<file path="src/rtl/core/vbi_pkg.sv">
// Shared types, widths and status codes for the variable byte integer codec.
package vbi_pkg;

	// Field widths
	localparam int VALUE_W    = 32;
	localparam int DEC_W      = 28;
	localparam int BYTE_W     = 8;
	localparam int STATUS_W   = 3;
	localparam int GROUP_BITS = 7;
	localparam int GROUP_CNT_W = 3;

	// Default depth of the queue between front and back
	localparam int QUEUE_DEPTH_DEF = 4;

	// Action codes
	localparam logic ACT_ENCODE = 1'b0;
	localparam logic ACT_DECODE = 1'b1;

	// Result status codes
	localparam logic [STATUS_W-1:0] ST_ENC_BYTE  = 3'd0;
	localparam logic [STATUS_W-1:0] ST_PENDING   = 3'd1;
	localparam logic [STATUS_W-1:0] ST_COMPLETE  = 3'd2;
	localparam logic [STATUS_W-1:0] ST_TOO_LARGE = 3'd3;
	localparam logic [STATUS_W-1:0] ST_TOO_MANY  = 3'd4;

	// Continuation flag and group mask of one encoded byte
	localparam logic [BYTE_W-1:0] CONT_BIT   = 8'h80;
	localparam logic [BYTE_W-1:0] GROUP_MASK = 8'h7f;

	// One classified item: what the back end has to emit for it.
	typedef struct packed {
		logic [STATUS_W-1:0] status;     // kind of result(s)
		logic [DEC_W-1:0]    value;      // value to encode or decoded value
		logic [1:0]          last_idx;   // index of the final result byte
	} vbi_desc_t;

endpackage

</file>
<file path="src/rtl/core/vbi_front.sv">
// Front end: accepts items, keeps the decoder state and classifies each item.
module vbi_front (
	input  logic                        clk,
	input  logic                        arst_n,
	input  logic                        in_valid,
	output logic                        in_ready,
	input  logic                        action,
	input  logic [vbi_pkg::VALUE_W-1:0] value_in,
	input  logic [vbi_pkg::BYTE_W-1:0]  data_byte,
	input  logic                        q_full,
	output logic                        push,
	output vbi_pkg::vbi_desc_t          desc
);
	import vbi_pkg::*;

	logic [DEC_W-1:0]       acc_q;
	logic [GROUP_CNT_W-1:0] gcnt_q;
	logic [DEC_W-1:0]       grp_shifted;
	logic [DEC_W-1:0]       acc_next;
	logic [DEC_W-1:0]       grp_ext;

	assign in_ready = !q_full;
	assign push     = in_valid && !q_full;
	assign grp_ext  = DEC_W'(data_byte & GROUP_MASK);

	// Place the new 7-bit group at the running shift.
	always_comb begin
		unique case (gcnt_q[1:0])
			2'd0:    grp_shifted = grp_ext;
			2'd1:    grp_shifted = grp_ext << GROUP_BITS;
			2'd2:    grp_shifted = grp_ext << (2 * GROUP_BITS);
			default: grp_shifted = grp_ext << (3 * GROUP_BITS);
		endcase
	end

	assign acc_next = acc_q | grp_shifted;

	// Classify the item into one descriptor for the back end.
	always_comb begin
		desc = '0;
		if (action == ACT_ENCODE) begin
			if (value_in[VALUE_W-1:DEC_W] != '0) begin
				desc.status = ST_TOO_LARGE;
			end else begin
				desc.status = ST_ENC_BYTE;
				desc.value  = value_in[DEC_W-1:0];
				priority if (value_in[27:21] != '0) begin
					desc.last_idx = 2'd3;
				end else if (value_in[20:14] != '0) begin
					desc.last_idx = 2'd2;
				end else if (value_in[13:7] != '0) begin
					desc.last_idx = 2'd1;
				end else begin
					desc.last_idx = 2'd0;
				end
			end
		end else begin
			if (gcnt_q[2]) begin
				desc.status = ST_TOO_MANY;
			end else begin
				desc.value  = acc_next;
				desc.status = (data_byte[BYTE_W-1]) ? ST_PENDING : ST_COMPLETE;
			end
		end
	end

	// Decoder state advances on each accepted decode item.
	always_ff @(posedge clk or negedge arst_n) begin
		if (!arst_n) begin
			acc_q  <= '0;
			gcnt_q <= '0;
		end else if (push && action == ACT_DECODE) begin
			if (gcnt_q[2] || !data_byte[BYTE_W-1]) begin
				acc_q  <= '0;
				gcnt_q <= '0;
			end else begin
				acc_q  <= acc_next;
				gcnt_q <= gcnt_q + GROUP_CNT_W'(1);
			end
		end
	end

endmodule

</file>
<file path="src/rtl/core/vbi_queue.sv">
// Short queue of classified items between the front and back ends.
module vbi_queue #(
	parameter int DEPTH = vbi_pkg::QUEUE_DEPTH_DEF
) (
	input  logic               clk,
	input  logic               arst_n,
	input  logic               push,
	input  vbi_pkg::vbi_desc_t wr_desc,
	output logic               full,
	input  logic               pop,
	output logic               not_empty,
	output vbi_pkg::vbi_desc_t rd_desc
);
	import vbi_pkg::*;

	localparam int PTR_W = (DEPTH > 1) ? $clog2(DEPTH) : 1;
	localparam int CNT_W = $clog2(DEPTH + 1);

	vbi_desc_t        entry_q [DEPTH];
	logic [PTR_W-1:0] wr_ptr_q;
	logic [PTR_W-1:0] rd_ptr_q;
	logic [CNT_W-1:0] count_q;

	assign full      = (count_q == CNT_W'(DEPTH));
	assign not_empty = (count_q != '0);
	assign rd_desc   = entry_q[rd_ptr_q];

	// Storage write
	always_ff @(posedge clk) begin
		if (push) begin
			entry_q[wr_ptr_q] <= wr_desc;
		end
	end

	// Pointers and fill count
	always_ff @(posedge clk or negedge arst_n) begin
		if (!arst_n) begin
			wr_ptr_q <= '0;
			rd_ptr_q <= '0;
			count_q  <= '0;
		end else begin
			if (push) begin
				wr_ptr_q <= (wr_ptr_q == PTR_W'(DEPTH - 1)) ? '0 : wr_ptr_q + PTR_W'(1);
			end
			if (pop) begin
				rd_ptr_q <= (rd_ptr_q == PTR_W'(DEPTH - 1)) ? '0 : rd_ptr_q + PTR_W'(1);
			end
			if (push && !pop) begin
				count_q <= count_q + CNT_W'(1);
			end else if (pop && !push) begin
				count_q <= count_q - CNT_W'(1);
			end
		end
	end

endmodule

</file>
<file path="src/rtl/core/vbi_back.sv">
// Back end: expands each queued item into its result items and holds the output register.
module vbi_back (
	input  logic                         clk,
	input  logic                         arst_n,
	input  logic                         q_not_empty,
	input  vbi_pkg::vbi_desc_t           head,
	output logic                         pop,
	output logic                         out_valid,
	input  logic                         out_ready,
	output logic [vbi_pkg::BYTE_W-1:0]   out_byte,
	output logic                         last,
	output logic [vbi_pkg::DEC_W-1:0]    decoded_value,
	output logic [vbi_pkg::STATUS_W-1:0] status
);
	import vbi_pkg::*;

	logic [1:0]          idx_q;
	logic                valid_q;
	logic [BYTE_W-1:0]   byte_q;
	logic                last_q;
	logic [DEC_W-1:0]    dec_q;
	logic [STATUS_W-1:0] status_q;
	logic                load;
	logic                is_last;
	logic                is_enc;
	logic [GROUP_BITS-1:0] grp;

	assign load    = q_not_empty && (!valid_q || out_ready);
	assign is_last = (idx_q == head.last_idx);
	assign is_enc  = (head.status == ST_ENC_BYTE);
	assign pop     = load && is_last;

	// Select the 7-bit group for the current result byte.
	always_comb begin
		unique case (idx_q)
			2'd0:    grp = head.value[6:0];
			2'd1:    grp = head.value[13:7];
			2'd2:    grp = head.value[20:14];
			default: grp = head.value[27:21];
		endcase
	end

	// Byte index within the current item
	always_ff @(posedge clk or negedge arst_n) begin
		if (!arst_n) begin
			idx_q   <= '0;
			valid_q <= 1'b0;
		end else begin
			if (load) begin
				idx_q <= is_last ? 2'd0 : idx_q + 2'd1;
			end
			if (load) begin
				valid_q <= 1'b1;
			end else if (out_ready) begin
				valid_q <= 1'b0;
			end
		end
	end

	// Output payload register
	always_ff @(posedge clk) begin
		if (load) begin
			last_q   <= is_last;
			status_q <= head.status;
			if (is_enc) begin
				byte_q <= {!is_last, grp};
				dec_q  <= '0;
			end else begin
				byte_q <= '0;
				dec_q  <= head.value;
			end
		end
	end

	assign out_valid     = valid_q;
	assign out_byte      = byte_q;
	assign last          = last_q;
	assign decoded_value = dec_q;
	assign status        = status_q;

endmodule

</file>
<file path="src/rtl/core/variable_byte_integer_codec.sv">
// Top level of the variable byte integer codec: front end, queue and back end.
//
// Streaming codec for variable byte integers. Each input item either encodes
// value_in (s_tuser low) into one to four bytes, least significant group first,
// or decodes one data_byte (s_tuser high) into a pending or complete result.
// The input side takes one item per cycle while the queue has room; the decoder
// state sits in the front end and updates in the cycle an item is accepted.
// Results leave through a registered output at one result per cycle while
// m_tready is high, so a decode item yields one result and an encode item as
// many results as it has bytes (1 to 4); the output port is the limit on
// sustained rate. A queue of QUEUE_DEPTH entries lets the input keep running
// while a multi-byte encode drains. With the queue empty, an accepted item is
// written into the queue, then loaded into the output register for m_tvalid.
module variable_byte_integer_codec #(
	parameter int QUEUE_DEPTH = vbi_pkg::QUEUE_DEPTH_DEF
) (
	input  logic        clk,
	input  logic        arst_n,
	input  logic        s_tvalid,
	output logic        s_tready,
	input  logic [39:0] s_tdata,   // value_in[31:0], data_byte[39:32]
	input  logic        s_tuser,   // action
	output logic        m_tvalid,
	input  logic        m_tready,
	output logic [39:0] m_tdata,   // out_byte[7:0], decoded_value[35:8], zero[39:36]
	output logic        m_tlast,   // last
	output logic [2:0]  m_tuser    // status
);
	import vbi_pkg::*;

	vbi_desc_t           push_desc;
	vbi_desc_t           head_desc;
	logic                push;
	logic                pop;
	logic                q_full;
	logic                q_not_empty;
	logic [BYTE_W-1:0]   out_byte;
	logic [DEC_W-1:0]    decoded_value;

	vbi_front u_front (
		.clk       (clk),
		.arst_n    (arst_n),
		.in_valid  (s_tvalid),
		.in_ready  (s_tready),
		.action    (s_tuser),
		.value_in  (s_tdata[31:0]),
		.data_byte (s_tdata[39:32]),
		.q_full    (q_full),
		.push      (push),
		.desc      (push_desc)
	);

	vbi_queue #(
		.DEPTH (QUEUE_DEPTH)
	) u_queue (
		.clk       (clk),
		.arst_n    (arst_n),
		.push      (push),
		.wr_desc   (push_desc),
		.full      (q_full),
		.pop       (pop),
		.not_empty (q_not_empty),
		.rd_desc   (head_desc)
	);

	vbi_back u_back (
		.clk           (clk),
		.arst_n        (arst_n),
		.q_not_empty   (q_not_empty),
		.head          (head_desc),
		.pop           (pop),
		.out_valid     (m_tvalid),
		.out_ready     (m_tready),
		.out_byte      (out_byte),
		.last          (m_tlast),
		.decoded_value (decoded_value),
		.status        (m_tuser)
	);

	assign m_tdata = {4'b0000, decoded_value, out_byte};

	// The queue is never written while full.
	a_no_push_full: assert property (@(posedge clk) disable iff (!arst_n)
		push |-> !q_full)
		else $error("queue written while full");

	// Every encoded byte but the final one carries the continuation bit.
	a_enc_cont: assert property (@(posedge clk) disable iff (!arst_n)
		(m_tvalid && m_tuser == ST_ENC_BYTE && !m_tlast) |-> m_tdata[7])
		else $error("non-final encoded byte without continuation bit");

	// Results other than encoded bytes are single and carry no byte.
	a_single_result: assert property (@(posedge clk) disable iff (!arst_n)
		(m_tvalid && m_tuser != ST_ENC_BYTE) |-> (m_tlast && m_tdata[7:0] == '0))
		else $error("non-encode result not final or has a byte");

	// The queue is only popped when it holds an entry.
	a_pop_nonempty: assert property (@(posedge clk) disable iff (!arst_n)
		pop |-> q_not_empty)
		else $error("queue popped while empty");

endmodule
</file>
<file path="config.mk">
export PLATFORM = sky130hd
export DESIGN_NAME = variable_byte_integer_codec
export DESIGN_NICKNAME = d
export VERILOG_FILES = /design/src/rtl/core/vbi_pkg.sv /design/src/rtl/core/vbi_front.sv /design/src/rtl/core/vbi_queue.sv /design/src/rtl/core/vbi_back.sv /design/src/rtl/core/variable_byte_integer_codec.sv
export SDC_FILE = /design/constraint.sdc
export NUM_CORES = 1
export LEC_CHECK = 0
export ABC_AREA = 1
export BUFFER_PORTS_ARGS = -buffer_cell sky130_fd_sc_hd__clkbuf_2
export CAP_MARGIN = 30
export CORE_UTILIZATION = 63
export CTS_BUF_LIST = sky130_fd_sc_hd__clkbuf_16
export CTS_CLUSTER_SIZE = 8
export DETAILED_ROUTE_END_ITERATION = 10
export HOLD_SLACK_MARGIN = 0.05
export PLACE_DENSITY = 0.81
export SYNTH_ARGS = -nofsm -noshare
export SYNTH_HDL_FRONTEND = slang
export SYNTH_SLANG_ARGS = --single-unit
</file>
<file path="constraint.sdc">
create_clock -name clk -period 6.8 [get_ports clk]
set_input_delay 0 -clock clk [delete_from_list [all_inputs] [get_ports clk]]
set_output_delay 0 -clock clk [all_outputs]
set_load 0.02 [all_outputs]
</file>
==> metrics <==
CP arrival between 3 and 4 ns; maximum VDD drop ~0.24 mV; number of flops mapped to enable cells by yosys 172; most instantiated cells after synthesis 230 x nand2_1, 172 x edfxtp_1, 75 x nand3_1; Vias 6751; ys async rst share 0.1925; WP data required 7.19 ns; H-Tree Depth 1; Die Area 15100 um^2; all-layer global routing usage 0.2870; Critical Path Fanout Max 69; largest net degree at the start of global routing 70; area of the multi-input gates 2517 um^2; Max Buffers Root-to-Sink 3; CP Class register to register; Residual DRC 0; vias per cell 5.687; Post-Syn Area 9205 um^2; Post-CTS Resized 0; num ports 91; CP startpoint kind register; metal2 WL 9926 um; global-route wire length before repair 32390 um; filler instances 827; antenna cells 0; Reg2Reg Launch Point u_queue.rd_ptr_q[0]; Min-Delay Path Class input port to register; synthesized flop and latch total 213; # clock sinks 213; outcome completed; Final Hold Viols 0; Top Layer Used met4; setup TNS 0 ns; Worst Skew approximately 0.016 ns; number of buffers created by CTS 30; WL/cell 17.36 um; Power Density 454.8 nW/um^2; gpl congestion 0.9029; IO Port Bufs 86; hold path startpoint s_tdata[3]; Initial DRT Pass Iterations 5; RSZ-0062 raised after global routing false; Routed met3 length 1933 um; Reg area 6192 um^2; CTS Root Cell clkbuf_16; Worst-path clk slew 0.05 ns; min Tclk post-route ~2.8 ns; Slew HR 0.3699; met1 wire length 8178 um; crit path from u_queue.rd_ptr_q[0]; most common cell in the netlist nand2_1; Area contributors post-synth edfxtp_1 56%, dfrtp_1 11%, nand2_1 9.4%; DP HPWL 12020 um; vias in the first global route 6474; num rows 43; initial antenna violation count 0; post-synthesis sequential area ratio 0.6726; initial DRC count approximately 900; top-area cell type share of the netlist area 0.5611; Core Box Area roughly 14000 um^2; yosys warns 0; die height around 120 um; layout cell share with drive strength beyond 1 0.1629; area grow syn2layout 19.17%; ANT nets after route 0; area leader, netlist edfxtp_1; syn avg cell area roughly 11 um^2; WHS 0.08878 ns; worst-skew pair later-pin latency 0.53 ns; Final Cycle Share 0.4119; worst slew pin tran 0.9442 ns; Cell variety after synth 30; Pleak 4.796 nW; max frequency 0.3571 GHz; WL final about 21000 um; Die X roughly 120 um; Cells after Synth 858; max_cap viols 0; Initial Util 0.6555; fin. max-slew vios 0; Worst setup EP type register; grt ovf 0; ys flop type edfxtp_1; CTS tree done; Final Net Count ~1000; Setup Viol. Count Final 0
[metrics by stage]
step           power, mW  cell area, um^2  utilization  cells  worst slack, ns
5_1_grt            5.278            10970       0.7812   1187            3.743
2_1_floorplan      3.185             9216            -    861            4.019
3_5_place_dp       3.644             9748       0.6942   1096            4.021
6_report           4.989            10970       0.7812   1187            3.999
3_3_place_gp       3.586             9748       0.6942   1096            4.090
4_1_cts            4.993            10970       0.7812   1187            3.999
[layer usage]
metal | vias up | global-route usage
li1 | 3153 | -
met1 | 3177 | 0.3953
met2 | 381 | 0.4586
met3 | 40 | 0.04507
met4 | 0 | 0.1204
met5 | - | 0
[critical path: stages, from the launching register on]
cell,delay [ns]
dfrtp_2,0.38
buf_4,0.33
inv_2,0.18
buf_4,0.55
nand2_1,0.13
nand3_1,0.10
nand2_1,0.15
nand2_4,0.14
nor2_8,0.06
inv_2,0.40
nand3_1,0.14
inv_1,0.08
[cell usage in the layout (no fill, tap or decap), drive strengths merged]
master       Yosys  routed
a21oi           60      60
buf             25      11
clkbuf          17     117
clkinv           1       2
conb             1       4
dfrtp           41      41
dlygate4sd3      0      35
edfxtp         172     172
fa               1       1
ha              15      15
inv             79     103
nand2          243     243
nand3           75      75
nand4            4       4
nor2            42      42
nor3             3       3
nor4             2       2
o211ai           1       1
o21ai           60      60
o22ai           14      14
xnor2            1       1
xor2             1       1
[path summary, 6_finish.rpt]
check | to | slack, ns | cells past startpoint
worst max-delay path | u_back.decoded_value[2] | 4.00 | 11
min in group asynchronous | u_front.acc_q[3] | 0.10 | 3
worst min-delay path | u_queue.entry_q[2][5] | 0.09 | 3
worst min register to register | u_front.gcnt_q[2] | 0.52 | 2
worst max register to register | u_back.decoded_value[2] | 4.00 | 11
max in group asynchronous | u_queue.rd_ptr_q[0] | 6.30 | 3
[repair_timing]
item / in CTS / in global routing
hold endpoints to repair: 177 / 0
hold buffers: 35 / 0
buffers inserted: 0 / 0
[power breakdown]
| group | switching [mW] | internal, mW | total [mW] |
|---|---|---|---|
| logic | 1.23 | 0.475 | 1.71 |
| registers | 0.109 | 1.86 | 1.97 |
| clock network | 0.503 | 0.806 | 1.31 |
| total | 1.84 | 3.15 | 4.99 |
[layout make-up]
cell class	instances	area share
multi-input combinational	526	0.2295
clock buffer	31	0.07072
timing repair buffer	132	0.07870
sequential	213	0.5645
inverter	80	0.02738
tap	180	0.02053
clock inverter	25	0.008669
[registers in the layout (all words and copies together), names as in the netlist]
name	flops
u_queue.entry_q	132
u_back.decoded_value	28
u_front.acc_q	28
u_back.out_byte	8
u_back.status	3
u_front.gcnt_q	3
u_queue.count_q	3
u_back.idx_q	2
u_queue.rd_ptr_q	2
u_queue.wr_ptr_q	2
u_back.last	1
u_back.out_valid	1
[kinds of logic after synthesis]
| kind of cell | share of synthesized area |
|---|---|
| AO/OA/AOI/OAI | 0.07612 |
| XOR/XNOR | 0.001903 |
| adder cells (fa/ha/maj) | 0.02256 |
| buffers and inverters | 0.05627 |
| flip-flops | 0.6726 |
| other | 0.0004074 |
| AND/OR/NAND/NOR | 0.1702 |
(Power assumes the default switching activity.)
